[src/sv/r2k_pkg.sv]
// ----------------------------------------------------------------------------
// r2k_pkg
// Shared types, constants and romaji lookup functions for the converter.
// ----------------------------------------------------------------------------
package r2k_pkg;

    localparam int WindowLen = 3;
    localparam int MaxOut    = 8;

    localparam logic OP_CHAR  = 1'b0;
    localparam logic OP_FLUSH = 1'b1;

    typedef logic [7:0]  byte_t;
    typedef logic [15:0] cp_t;

    // one decoded request: up to eight output bytes
    typedef struct packed {
        byte_t [MaxOut-1:0] bytes;
        logic  [3:0]        count;
    } run_t;

    typedef struct packed {
        logic       hit;
        logic [1:0] keep;
        cp_t        k0;
        cp_t        k1;
    } look_t;

    function automatic int vowel_idx(input byte_t c);
        case (c)
            8'h61: vowel_idx = 0;
            8'h69: vowel_idx = 1;
            8'h75: vowel_idx = 2;
            8'h65: vowel_idx = 3;
            8'h6F: vowel_idx = 4;
            default: vowel_idx = -1;
        endcase
    endfunction

    function automatic cp_t vowel_kana(input int v);
        case (v)
            0: vowel_kana = 16'h3042;
            1: vowel_kana = 16'h3044;
            2: vowel_kana = 16'h3046;
            3: vowel_kana = 16'h3048;
            default: vowel_kana = 16'h304A;
        endcase
    endfunction

    function automatic cp_t small_kana(input int v);
        case (v)
            0: small_kana = 16'h3083;
            1: small_kana = 16'h3043;
            2: small_kana = 16'h3085;
            3: small_kana = 16'h3047;
            default: small_kana = 16'h3087;
        endcase
    endfunction

    function automatic look_t look1(input byte_t c);
        look_t r;
        int    v;
        r = '0;
        v = vowel_idx(c);
        r.hit = 1'b1;
        if (v >= 0) r.k0 = vowel_kana(v);
        else if (c >= 8'h30 && c <= 8'h39) r.k0 = 16'hFF10 + {8'h00, c - 8'h30};
        else begin
            case (c)
                8'h2C: r.k0 = 16'h3001;
                8'h2E: r.k0 = 16'h3002;
                8'h2D: r.k0 = 16'h30FC;
                8'h21: r.k0 = 16'hFF01;
                8'h26: r.k0 = 16'hFF06;
                8'h28: r.k0 = 16'hFF08;
                8'h29: r.k0 = 16'hFF09;
                default: r.hit = 1'b0;
            endcase
        end
        return r;
    endfunction

    function automatic logic is_doubled(input byte_t c);
        case (c)
            "b", "c", "d", "f", "g", "h", "j", "k", "m", "p", "r", "s", "t", "v",
            "w", "x", "y", "z": is_doubled = 1'b1;
            default: is_doubled = 1'b0;
        endcase
    endfunction

    // codes of the consonant row, one per vowel, picked by the vowel index below
    function automatic look_t look2(input byte_t a, input byte_t b);
        look_t r;
        int    v;
        cp_t   row [5];
        logic  ok;
        r  = '0;
        v  = vowel_idx(b);
        ok = 1'b1;
        row = '{16'h0, 16'h0, 16'h0, 16'h0, 16'h0};
        case (a)
            "k": row = '{16'h304B, 16'h304D, 16'h304F, 16'h3051, 16'h3053};
            "s": row = '{16'h3055, 16'h3057, 16'h3059, 16'h305B, 16'h305D};
            "t": row = '{16'h305F, 16'h3061, 16'h3064, 16'h3066, 16'h3068};
            "n": row = '{16'h306A, 16'h306B, 16'h306C, 16'h306D, 16'h306E};
            "h": row = '{16'h306F, 16'h3072, 16'h3075, 16'h3078, 16'h307B};
            "m": row = '{16'h307E, 16'h307F, 16'h3080, 16'h3081, 16'h3082};
            "y": row = '{16'h3084, 16'h3044, 16'h3086, 16'h3044, 16'h3088};
            "r": row = '{16'h3089, 16'h308A, 16'h308B, 16'h308C, 16'h308D};
            "w": row = '{16'h308F, 16'h3046, 16'h3046, 16'h3046, 16'h3092};
            "l", "x": row = '{16'h3041, 16'h3043, 16'h3045, 16'h3047, 16'h3049};
            "g": row = '{16'h304C, 16'h304E, 16'h3050, 16'h3052, 16'h3054};
            "z": row = '{16'h3056, 16'h3058, 16'h305A, 16'h305C, 16'h305E};
            "d": row = '{16'h3060, 16'h3062, 16'h3065, 16'h3067, 16'h3069};
            "b": row = '{16'h3070, 16'h3073, 16'h3076, 16'h3079, 16'h307C};
            "p": row = '{16'h3071, 16'h3074, 16'h3077, 16'h307A, 16'h307D};
            "j": row = '{16'h3058, 16'h3058, 16'h3058, 16'h3058, 16'h3058};
            "f": row = '{16'h3075, 16'h3075, 16'h3075, 16'h3075, 16'h3075};
            default: ok = 1'b0;
        endcase
        if (a == "n" && b == "n") begin
            r.hit = 1'b1;
            r.k0  = 16'h3093;
        end else if (a == b && is_doubled(a)) begin
            r.hit  = 1'b1;
            r.keep = 2'd1;
            r.k0   = 16'h3063;
        end else if (ok && v >= 0) begin
            r.hit = 1'b1;
            r.k0  = row[v];
            if (a == "y" && v == 3) r.k1 = 16'h3047;
            if (a == "w" && (v == 1 || v == 3)) r.k1 = small_kana(v);
            if (a == "j" && v != 1) r.k1 = small_kana(v);
            if (a == "f" && v != 2)
                r.k1 = (v == 0) ? 16'h3041 : ((v == 4) ? 16'h3049 : small_kana(v));
        end
        return r;
    endfunction

    function automatic look_t look3(input byte_t a, input byte_t b, input byte_t c);
        look_t r;
        int    v;
        logic  sp;
        cp_t   base;
        logic  ok;
        r  = '0;
        v  = vowel_idx(c);
        sp = (a == "l" || a == "x");
        ok = 1'b1;
        base = '0;
        case (a)
            "k": base = 16'h304D;
            "s": base = 16'h3057;
            "t": base = 16'h3061;
            "n": base = 16'h306B;
            "h": base = 16'h3072;
            "m": base = 16'h307F;
            "r": base = 16'h308A;
            "g": base = 16'h304E;
            "j", "z": base = 16'h3058;
            "d": base = 16'h3062;
            "b": base = 16'h3073;
            default: ok = 1'b0;
        endcase
        if (b == "y" && v >= 0 && sp) begin
            r.hit = 1'b1;
            r.k0  = small_kana(v);
        end else if (b == "y" && v >= 0 && ok) begin
            r.hit = 1'b1;
            r.k0  = base;
            r.k1  = small_kana(v);
        end else if (sp && b == "t" && c == "u") begin
            r.hit = 1'b1;
            r.k0  = 16'h3063;
        end
        return r;
    endfunction

endpackage

[src/sv/r2k_convert.sv]
// ----------------------------------------------------------------------------
// r2k_convert
// Pending store and single-pass window lookup; builds one output run.
// ----------------------------------------------------------------------------
module r2k_convert (
    input  logic           clk,
    input  logic           rst_n,
    input  logic           in_valid,
    input  logic           in_op,
    input  r2k_pkg::byte_t in_char,
    output r2k_pkg::run_t  run
);
    import r2k_pkg::*;

    byte_t [1:0] pend_reg, pend_next;
    logic  [1:0] cnt_reg, cnt_next;
    byte_t [2:0] win;
    logic  [1:0] len_m1;
    look_t       l1, l2, l3, hit;
    logic  [1:0] pre;
    run_t        r;

    always_comb
    begin
        win    = '0;
        len_m1 = cnt_reg;
        case (cnt_reg)
            2'd0: win[0] = in_char;
            2'd1: begin win[0] = pend_reg[0]; win[1] = in_char; end
            default: begin win[0] = pend_reg[0]; win[1] = pend_reg[1]; win[2] = in_char;
                len_m1 = 2'd2; end
        endcase
        l1 = look1(in_char);
        l2 = look2(len_m1 == 2'd1 ? win[0] : win[1], in_char);
        l3 = look3(win[0], win[1], in_char);
        pend_next = pend_reg;
        cnt_next  = cnt_reg;
        r   = '0;
        hit = '0;
        pre = '0;
        if (len_m1 == 2'd2 && l3.hit) begin hit = l3; pre = 2'd0; end
        else if (len_m1 != 2'd0 && l2.hit) begin hit = l2; pre = len_m1 - 2'd1; end
        else if (l1.hit) begin hit = l1; pre = len_m1; end
        if (in_op == OP_FLUSH) begin
            r.bytes[0] = pend_reg[0];
            r.bytes[1] = pend_reg[1];
            r.count    = {2'b00, len_m1};
            cnt_next   = 2'd0;
        end else if (hit.hit) begin
            r.bytes[0] = win[0];
            r.bytes[1] = win[1];
            r.bytes[pre]      = 8'hE0 | {4'h0, hit.k0[15:12]};
            r.bytes[pre + 1]  = 8'h80 | {2'b00, hit.k0[11:6]};
            r.bytes[pre + 2]  = 8'h80 | {2'b00, hit.k0[5:0]};
            r.bytes[pre + 3]  = 8'hE0 | {4'h0, hit.k1[15:12]};
            r.bytes[pre + 4]  = 8'h80 | {2'b00, hit.k1[11:6]};
            r.bytes[pre + 5]  = 8'h80 | {2'b00, hit.k1[5:0]};
            r.count = {2'b00, pre} + ((hit.k1 != '0) ? 4'd6 : 4'd3);
            pend_next[0] = in_char;
            cnt_next     = hit.keep;
        end else if (len_m1 == 2'd2) begin
            r.bytes[0] = win[0];
            r.count    = 4'd1;
            pend_next  = {win[2], win[1]};
            cnt_next   = 2'd2;
        end else begin
            pend_next = {win[1], win[0]};
            cnt_next  = len_m1 + 2'd1;
        end
    end

    always_ff @(posedge clk or negedge rst_n)
    begin
        if (!rst_n)
        begin
            pend_reg <= '0;
            cnt_reg  <= '0;
        end
        else if (in_valid)
        begin
            pend_reg <= pend_next;
            cnt_reg  <= cnt_next;
        end
    end

    assign run = r;

`ifndef SYNTHESIS
    a_cnt_range: assert property (@(posedge clk) disable iff (!rst_n) cnt_reg != 2'd3)
        else $error("pending count out of range");
    a_flush_clears: assert property (@(posedge clk) disable iff (!rst_n)
        in_valid && in_op == OP_FLUSH |=> cnt_reg == 2'd0)
        else $error("flush left bytes pending");
    a_run_len: assert property (@(posedge clk) disable iff (!rst_n) run.count <= 4'd8)
        else $error("run too long");
`endif

endmodule

[src/sv/r2k_serializer.sv]
// ----------------------------------------------------------------------------
// r2k_serializer
// Holds one run and plays it out a byte per cycle while out_ready is high; takes
// the next run as the last byte leaves, or while empty.
// ----------------------------------------------------------------------------
module r2k_serializer (
    input  logic          clk,
    input  logic          rst_n,
    input  logic          load,
    input  r2k_pkg::run_t run,
    output logic          can_load,
    output logic          out_valid,
    input  logic          out_ready,
    output logic [7:0]    out_byte,
    output logic          out_last
);
    import r2k_pkg::*;

    byte_t [MaxOut-1:0] buf_reg;
    logic  [3:0]        cnt_reg;
    logic  [2:0]        idx_reg;
    logic               fin;

    assign out_valid = cnt_reg != 4'd0;
    assign out_last  = cnt_reg == 4'd1;
    assign out_byte  = buf_reg[idx_reg];
    assign fin       = out_valid && out_ready && out_last;
    assign can_load  = !out_valid || fin;

    always_ff @(posedge clk or negedge rst_n)
    begin
        if (!rst_n)
        begin
            cnt_reg <= '0;
            idx_reg <= '0;
        end
        else if (load && can_load)
        begin
            cnt_reg <= run.count;
            idx_reg <= '0;
        end
        else if (out_valid && out_ready)
        begin
            cnt_reg <= cnt_reg - 4'd1;
            idx_reg <= idx_reg + 3'd1;
        end
    end

    always_ff @(posedge clk)
    begin
        if (load && can_load)
            buf_reg <= run.bytes;
    end

`ifndef SYNTHESIS
    a_hold: assert property (@(posedge clk) disable iff (!rst_n)
        out_valid && !out_ready |=> out_valid && $stable(idx_reg))
        else $error("stalled output moved");
    a_cnt: assert property (@(posedge clk) disable iff (!rst_n) cnt_reg <= 4'd8)
        else $error("count overflow");
    a_load: assert property (@(posedge clk) disable iff (!rst_n)
        load && out_valid |-> fin)
        else $error("run loaded over a live run");
`endif

endmodule

[src/sv/romaji_to_kana_stream.sv]
// ----------------------------------------------------------------------------
// romaji_to_kana_stream
// Converts typed romaji bytes to UTF-8 kana on a byte stream.
// ----------------------------------------------------------------------------
// input channel s_axis: one request per typed byte or flush, tuser selects
// flush (1) or byte (0), tdata carries the byte
// output channel m_axis: text bytes, tlast on the final byte of a request
// a request that yields no bytes (held pending) produces nothing
// each request is decoded in one pass in the cycle it is taken; its bytes
// leave from the output buffer one per cycle while m_axis_tready is high, first byte the next cycle
// a request yields 0 to 8 bytes
// the next request is taken while the last byte of the previous run leaves, or while the buffer is empty
// when m_axis_tready is low with a byte waiting, that byte holds and s_axis_tready drops
// reset clears the pending bytes and empties the output buffer
// ----------------------------------------------------------------------------
module romaji_to_kana_stream (
    input  logic       clk,
    input  logic       rst_n,
    input  logic       s_axis_tvalid,
    output logic       s_axis_tready,
    input  logic [7:0] s_axis_tdata,   // char_byte
    input  logic       s_axis_tuser,   // operation
    output logic       m_axis_tvalid,
    input  logic       m_axis_tready,
    output logic [7:0] m_axis_tdata,   // out_byte
    output logic       m_axis_tlast    // last_of_run
);
    import r2k_pkg::*;

    run_t run;
    logic can_load;
    logic take;

    assign s_axis_tready = can_load;
    assign take          = s_axis_tvalid && can_load;

    r2k_convert u_conv (
        .clk      (clk),
        .rst_n    (rst_n),
        .in_valid (take),
        .in_op    (s_axis_tuser),
        .in_char  (s_axis_tdata),
        .run      (run)
    );

    r2k_serializer u_ser (
        .clk       (clk),
        .rst_n     (rst_n),
        .load      (take),
        .run       (run),
        .can_load  (can_load),
        .out_valid (m_axis_tvalid),
        .out_ready (m_axis_tready),
        .out_byte  (m_axis_tdata),
        .out_last  (m_axis_tlast)
    );

endmodule

[config.mk]
export PLATFORM = sky130hd
export DESIGN_NAME = romaji_to_kana_stream
export DESIGN_NICKNAME = d
export VERILOG_FILES = /design/src/sv/r2k_pkg.sv /design/src/sv/r2k_convert.sv /design/src/sv/r2k_serializer.sv /design/src/sv/romaji_to_kana_stream.sv
export SDC_FILE = /design/constraint.sdc
export NUM_CORES = 1
export LEC_CHECK = 0
export ABC_AREA = 1
export BUFFER_PORTS_ARGS = -buffer_cell sky130_fd_sc_hd__buf_2
export CAP_MARGIN = 0
export CORE_MARGIN = 1
export CORE_UTILIZATION = 31
export DETAILED_ROUTE_END_ITERATION = 10
export HOLD_SLACK_MARGIN = 0.02
export PLACE_DENSITY = 0.45
export SLEW_MARGIN = 10
export SYNTH_ARGS = -nofsm -noshare
export SYNTH_HDL_FRONTEND = slang
export SYNTH_SLANG_ARGS = --single-unit
[constraint.sdc]
create_clock -name clk -period 5 [get_ports clk]
set_input_delay 0 -clock clk [delete_from_list [all_inputs] [get_ports clk]]
set_output_delay 0 -clock clk [all_outputs]
set_load 0.05 [all_outputs]
* Word level (Yosys, flattened, before mapping)
Index checks and enable logic that the tools add are counted.
Cells by class: add/subtract/negate cells 12, multipliers 0, div/mod/pow operators 0, magnitude comparators 17, equality and inequality tests 62, shift-type cells 0, mux-type cells 87, bitwise operators 3, reduce and logical (&&, ||, !) cells 46
Operators by type and width (count):
- $pmux W78 S17 | 1
- $bwmux W64 | 6
- $eq A8 B7 Y1 const B | 42
- $mux W16 | 16
- $ge A32 B1 Y1 const B | 6
- $lt A32 B4 Y1 const B | 5
- $pmux W32 S5 | 1
- $pmux W14 S11 | 1
- $demux W8 S3 | 5
- $pmux W16 S7 | 1
- $mux W35 | 3
- $mux W8 | 13
- $eq A32 B2 Y1 const B | 3
- $logic_not A32 Y1 | 2
- $eq A8 B6 Y1 const B | 7
- $bmux W16 S3 | 1
- $mux W14 | 3
- $reduce_or A18 Y1 | 2
- $eq A32 B1 Y1 const B | 1
- $eq A32 B3 Y1 const B | 1
- $eq A32 B4 Y1 const B | 1
- $ge A32 B4 Y1 const B | 1
- $mux W32 | 1
- $ne A32 B2 Y1 const B | 1
- other kinds (45) | 103
Storage, ports and cells: register bits 89, bits in latches 0, memory bits (writable) 0, bits in read-only memories 0, bits of input ports 13, output and inout bits 11, word-level logic and storage cells 240, memories kept 0

* Logic depth before layout (Yosys ltp)
word-level depth 28, mapped depth 30, gate-level depth less buffers 28

* Modules after synthesis
A second synthesis with hierarchy kept.
Second synthesis, totals: cells, all modules 1330, area total of the unflattened synthesis 8727.1 um2
Modules (own cells, without submodules):
- r2k_convert | times used 1, cells each 1084, area each 5738.0 um2, seq. area each 450.4 um2
- r2k_serializer | times used 1, cells each 244, area each 2981.6 um2, seq. area each 2097.0 um2
- romaji_to_kana_stream | times used 1, cells each 2, area each 7.5 um2, seq. area each 0.0 um2

* Least setup slack after synthesis
OpenSTA, ideal clock, no wires.
path type flip-flop to flip-flop, from register u_ser.cnt_reg[1], to register u_ser.cnt_reg[1], library setup time 0.127 ns, data arrival time 4.164 ns, required time 4.873 ns, path slack 0.709 ns, cell stages (with the launch flop) 10, buffers on the path 0, clock period less this slack 4.291 ns, path through dfrtp_1 inv_1 ha_1 nand3_1 o21ai_0 nand2_1 inv_1 o221ai_1 nand2_1 o21ai_0
On the way: longest elaborated chain between the ends 7, elaborated cells between the ends (all ways) 12, those cells by class 1 x add/sub; 1 x eq/ne; 2 x mux; 8 x reduce/logical
RTL lines:
- from (decl) | RTL line r2k_serializer.sv:20 | logic [3:0] cnt_reg;
- from (signal assigned) | RTL line r2k_serializer.sv:39 | cnt_reg <= run.count;
- from (signal assigned) | RTL line r2k_serializer.sv:44 | cnt_reg <= cnt_reg - 4'd1;
- $reduce_bool A4 Y1 | RTL line r2k_serializer.sv:24 | assign out_valid = cnt_reg != 4'd0;
- $logic_and A1 B1 Y1 (2 in series) | RTL line r2k_serializer.sv:27 | assign fin = out_valid && out_ready && out_last;
- $logic_or A1 B1 Y1 (*) | RTL line r2k_serializer.sv:28 | assign can_load = !out_valid || fin;
- net s_axis_tready | RTL line romaji_to_kana_stream.sv:20 | output logic s_axis_tready,
- $logic_and A1 B1 Y1 (*) | RTL line romaji_to_kana_stream.sv:35 | assign take = s_axis_tvalid && can_load;
- net take | RTL line romaji_to_kana_stream.sv:32 | logic take;
- $logic_and A1 B1 Y1 (*) | RTL line r2k_serializer.sv:37 | else if (load && can_load)
- $mux W4 or $reduce_bool A2 Y1 (tied branches)
The timed path passes the listed nets; every way through them passes the cells marked *. The select of a mux whose other input is x is not followed. A chain may end at the register's enable or synchronous reset.

* Worst setup path after layout
from register u_conv.cnt_reg[1], to register u_ser.buf_reg[18] (netlist bit) (data pin)
On the way: longest elaborated chain between the ends 25, elaborated cells between the ends (all ways) 144, those cells by class 6 x add/sub; 12 x order compare; 40 x eq/ne; 55 x mux; 1 x bitwise; 30 x reduce/logical
RTL lines:
- from (decl) | RTL line r2k_convert.sv:16 | logic [1:0] cnt_reg, cnt_next;
- from (signal assigned) | RTL line r2k_convert.sv:82 | cnt_reg <= cnt_next;
- $eq A2 B1 Y1 or $logic_not A2 Y1 (tied branches) | RTL line r2k_convert.sv:27 | case (cnt_reg)
- $reduce_or A2 Y1 (no line)
- $mux W2 | RTL line r2k_convert.sv:27
- $eq A2 B1 Y1 | RTL line r2k_convert.sv:34 | l2 = look2(len_m1 == 2'd1 ? win[0] : win[1], in_char);
- $mux W8 | RTL line r2k_convert.sv:34
- $eq A8 B7 Y1, or another cell as far along | RTL line r2k_pkg.sv:101 | case (a)
- $reduce_or A18 Y1 (on tied branches)
- $mux W1 (on tied branches) | RTL line r2k_pkg.sv:101, r2k_pkg.sv:84
- (+9 left out)
- $logic_and A1 B1 Y1 (implied by the code) or $mux W8 (tied branches) | RTL line r2k_convert.sv:53, r2k_convert.sv:52
- $mux W8 (implied by the code) or $demux W8 S2 (tied branches)
- $demux W8 S3 or $bwmux W64 (tied branches)
- $bwmux W64 | RTL line r2k_convert.sv:53 | r.bytes[pre + 1] = 8'h80 | {2'b00, hit.k0[11:6]};
- $bwmux W64 | RTL line r2k_convert.sv:54 | r.bytes[pre + 2] = 8'h80 | {2'b00, hit.k0[5:0]};
- $bwmux W64 | RTL line r2k_convert.sv:55 | r.bytes[pre + 3] = 8'hE0 | {4'h0, hit.k1[15:12]};
- $bwmux W64 | RTL line r2k_convert.sv:56 | r.bytes[pre + 4] = 8'h80 | {2'b00, hit.k1[11:6]};
- $bwmux W64 | RTL line r2k_convert.sv:57 | r.bytes[pre + 5] = 8'h80 | {2'b00, hit.k1[5:0]};
- to (signal assigned) | RTL line r2k_serializer.sv:52 | buf_reg <= run.bytes;
- to (decl) | RTL line r2k_serializer.sv:19 | byte_t [MaxOut-1:0] buf_reg;
Several ways; a longest one is shown, not always the timed one. The select of a mux whose other input is x is not followed.

==> results.txt <==
Rows - 60
Setup CP Type - reg -> reg
Worst Setup Start Kind - register
Initial antenna violation count - 0
Register area share after synthesis - 29.9%
Routability cong. - 0.919
Worst hold slack - 0.0512 ns
Clk sink count - 88
DR vias/cell - 5.31
Distinct cells, synth - 59
Setup Skew - 0.0136 ns
Cell area after synthesis - 0.00843 mm²
Die W - 167 µm
Avg Inst Size Synth - 6.69 µm²
Number of synthesized flops with an enable pin - 63
Filler Cells Inserted - 2996
Yosys top cell by area - edfxtp_1
Pwr/cell area - 438 mW/mm²
Max FFs per register - 63
Post-synth top cells - nand2_1 (321), nor2_1 (181), inv_1 (125)
Fin Setup TNS - 0 ns
Min Tclk post-route - 4.61 ns
Yosys reg bits - 88
Clock transition at path regs - 0.07 ns
Post-synth ARST share - 28.4%
Clk_lat worst skew - 0.36 ns
Total number of vias - 8631
Pin count of the biggest net entering global routing - 35
Pint - 1.87 mW
Final core occ - 34.2%
First-pass GRT wire length - 50.3 mm
Tot Pwr - 4.02 mW
Final Max Slew Viols - 0
CTS tree - built
Net switching power - 2.15 mW
Slew @ Worst Pin - 0.676 ns
DRT Pass-1 Iters - 7
Top post-synthesis cells by area - edfxtp_1 (22%), nand2_1 (14%), nor2_1 (8.1%)
CTS max path bufs - 2
Maximum VDD drop - 0.000235 V
CTS H-tree lvls - 3
Most frequent cell after synthesis - nand2_1
Area grow syn2layout - 8.72%
Post-DP HPWL - 25.6 mm
Die ar. - 0.0279 mm²
Starting Density - 31.5%
Max-Cap Viols - 0
RSZ-0062 raised after global routing - false
Synth warnings - 0
Die Y - 167 µm
Top FF cell, synth - edfxtp_1
Final Hold Fails - 0
# DRC - 0
DRT iter0 DRCs - 851
Hold/Removal Path Class - in -> reg
Post-synth top area share - 22.4%
Total Routed Length - 32.2 mm
Sw Share - 53.5%
Final setup margin - 0.394 ns
GR Overflow Total - 0
Clk pwr share - 16.1%
Fmax achieved - 217 MHz
WP data arrival - 4.70 ns
Status - finished, final reports clean
Pre-CTS WS - 0.235 ns
Ports - 24
Gr usage total - 23.7%
Max_slew headroom - 54.8%
Setup-failing EPs final - 0
# port buffers - 23
Remaining antenna violation count - 0
Static leakage - 4.34 nW
Crit path capture type - register
Final Cycle Share - 92.1%
Worst path required time - 5.10 ns
Worst-path maximum fanout - 13
Wirelength per Cell - 19.8 µm
NumNets Final - 1306
Num CTS Buffers - 9
CTS root buffer - clkbuf_16
Combinational share of power - 56.8%
Seq pwr share - 27.0%
Antenna Cells - 0
Core Region - 0.0268 mm²
Syn Inst Count - 1260
Post-CTS setup buffers - 0
Vias in the first global route - 8434
Layout cells sized above 1 - 14.7%
==> power groups by stage <==
| stage | combinational (mW) | sequential, mW | clock (mW) |
|---|---|---|---|
| 6_report | 2.28 | 1.09 | 0.649 |
| 5_1_grt | 2.50 | 1.10 | 0.685 |
| 4_1_cts | 2.27 | 1.08 | 0.660 |
| 3_5_place_dp | 2.26 | 1.10 | 0 |
| 3_3_place_gp | 2.26 | 1.10 | 0 |
| 2_1_floorplan | 1.74 | 1.02 | 0 |
==> metrics by stage <==
stage | area [µm²] | instances
detailed placement | 8860 | 1608
CTS | 9150 | 1625
global route | 9170 | 1625
finish | 9170 | 1625
floorplan | 8440 | 1262
global placement | 8860 | 1608
==> repair_timing <==
action | CTS | global route
resized for setup | 0 | 6
hold buffers | 1 | 0
hold endpoints to repair | 25 | 0
endpoints found under the setup margin | 0 | 15
==> logic make-up (layout without fill, tap and decap cells) <==
logic type,Yosys count,count (layout),share of synthesized area (%)
adders and majority gates,14,14,2.08
AOI/OAI and AO/OA,236,236,16.8
buffers and inverters,190,212,10.0
DFF,88,88,29.9
xor gates and xnor gates,9,9,0.935
and+or+nand+nor,722,722,40.3
other,1,3,0.0445
==> placed cells by master, fill, tap and decap left out, types with 21 or more instances in the layout <==
master,n
o22ai_1,30
o21ai_0,88
nand2_2,36
nand2_1,321
edfxtp_1,63
inv_2,23
inv_1,123
dfrtp_1,25
buf_2,23
nand3_1,86
a21oi_1,53
nor3_1,21
nor2_1,179
==> area by class of cell <==
class / count / area [µm²] / share of cell area, %
well taps: 341 / 427 / 4.65
clock buffers: 10 / 229 / 2.50
multi-input cells: 984 / 5100 / 55.6
inverters: 153 / 584 / 6.37
clock inverters: 6 / 45.0 / 0.491
flip-flops and latches: 88 / 2520 / 27.5
repair buffers: 43 / 268 / 2.92
==> final timing paths <==
| path | startpoint | to | slack [ns] | cells after the start |
|---|---|---|---|---|
| worst max-delay path | u_conv.cnt_reg[1] | u_ser.buf_reg[18] | 0.39 | 22 |
| worst min-delay path | s_axis_tdata[7] | u_conv.pend_reg[7] | 0.05 | 3 |
| worst max register to register | u_conv.cnt_reg[1] | u_ser.buf_reg[18] | 0.39 | 22 |
| worst min register to register | u_ser.cnt_reg[1] | u_ser.cnt_reg[1] | 0.60 | 2 |
| max in group asynchronous | rst_n | u_ser.idx_reg[1] | 4.38 | 2 |
| min in group asynchronous | rst_n | u_conv.pend_reg[11] | 0.20 | 2 |
==> worst max-delay path: stages, from the launching register on <==
cell,delay (ns)
dfrtp_1,0.56
inv_4,0.17
nand3_1,0.10
nand2_1,0.16
inv_1,0.15
nand2_1,0.10
nor2_4,0.30
nand3_2,0.27
nand2_1,0.18
inv_1,0.05
nand2_1,0.06
nor2_1,0.04
nand2_2,0.08
nand2_4,0.11
nand4_2,0.24
nand3_4,0.21
inv_1,0.18
ha_1,0.35
clkinv_1,0.14
nor2_1,0.28
inv_1,0.19
o221ai_1,0.34
nor2_1,0.07
==> layer usage <==
layer,share of wire [%],global-route usage (%),vias to the layer above
met5,0,0,-
met4,1.7,5.96,0
met3,4.9,3.42,33
met2,46,38.2,253
met1,48,32.9,4116
li1,-,-,4229
Power figures use the tool's default switching activity.
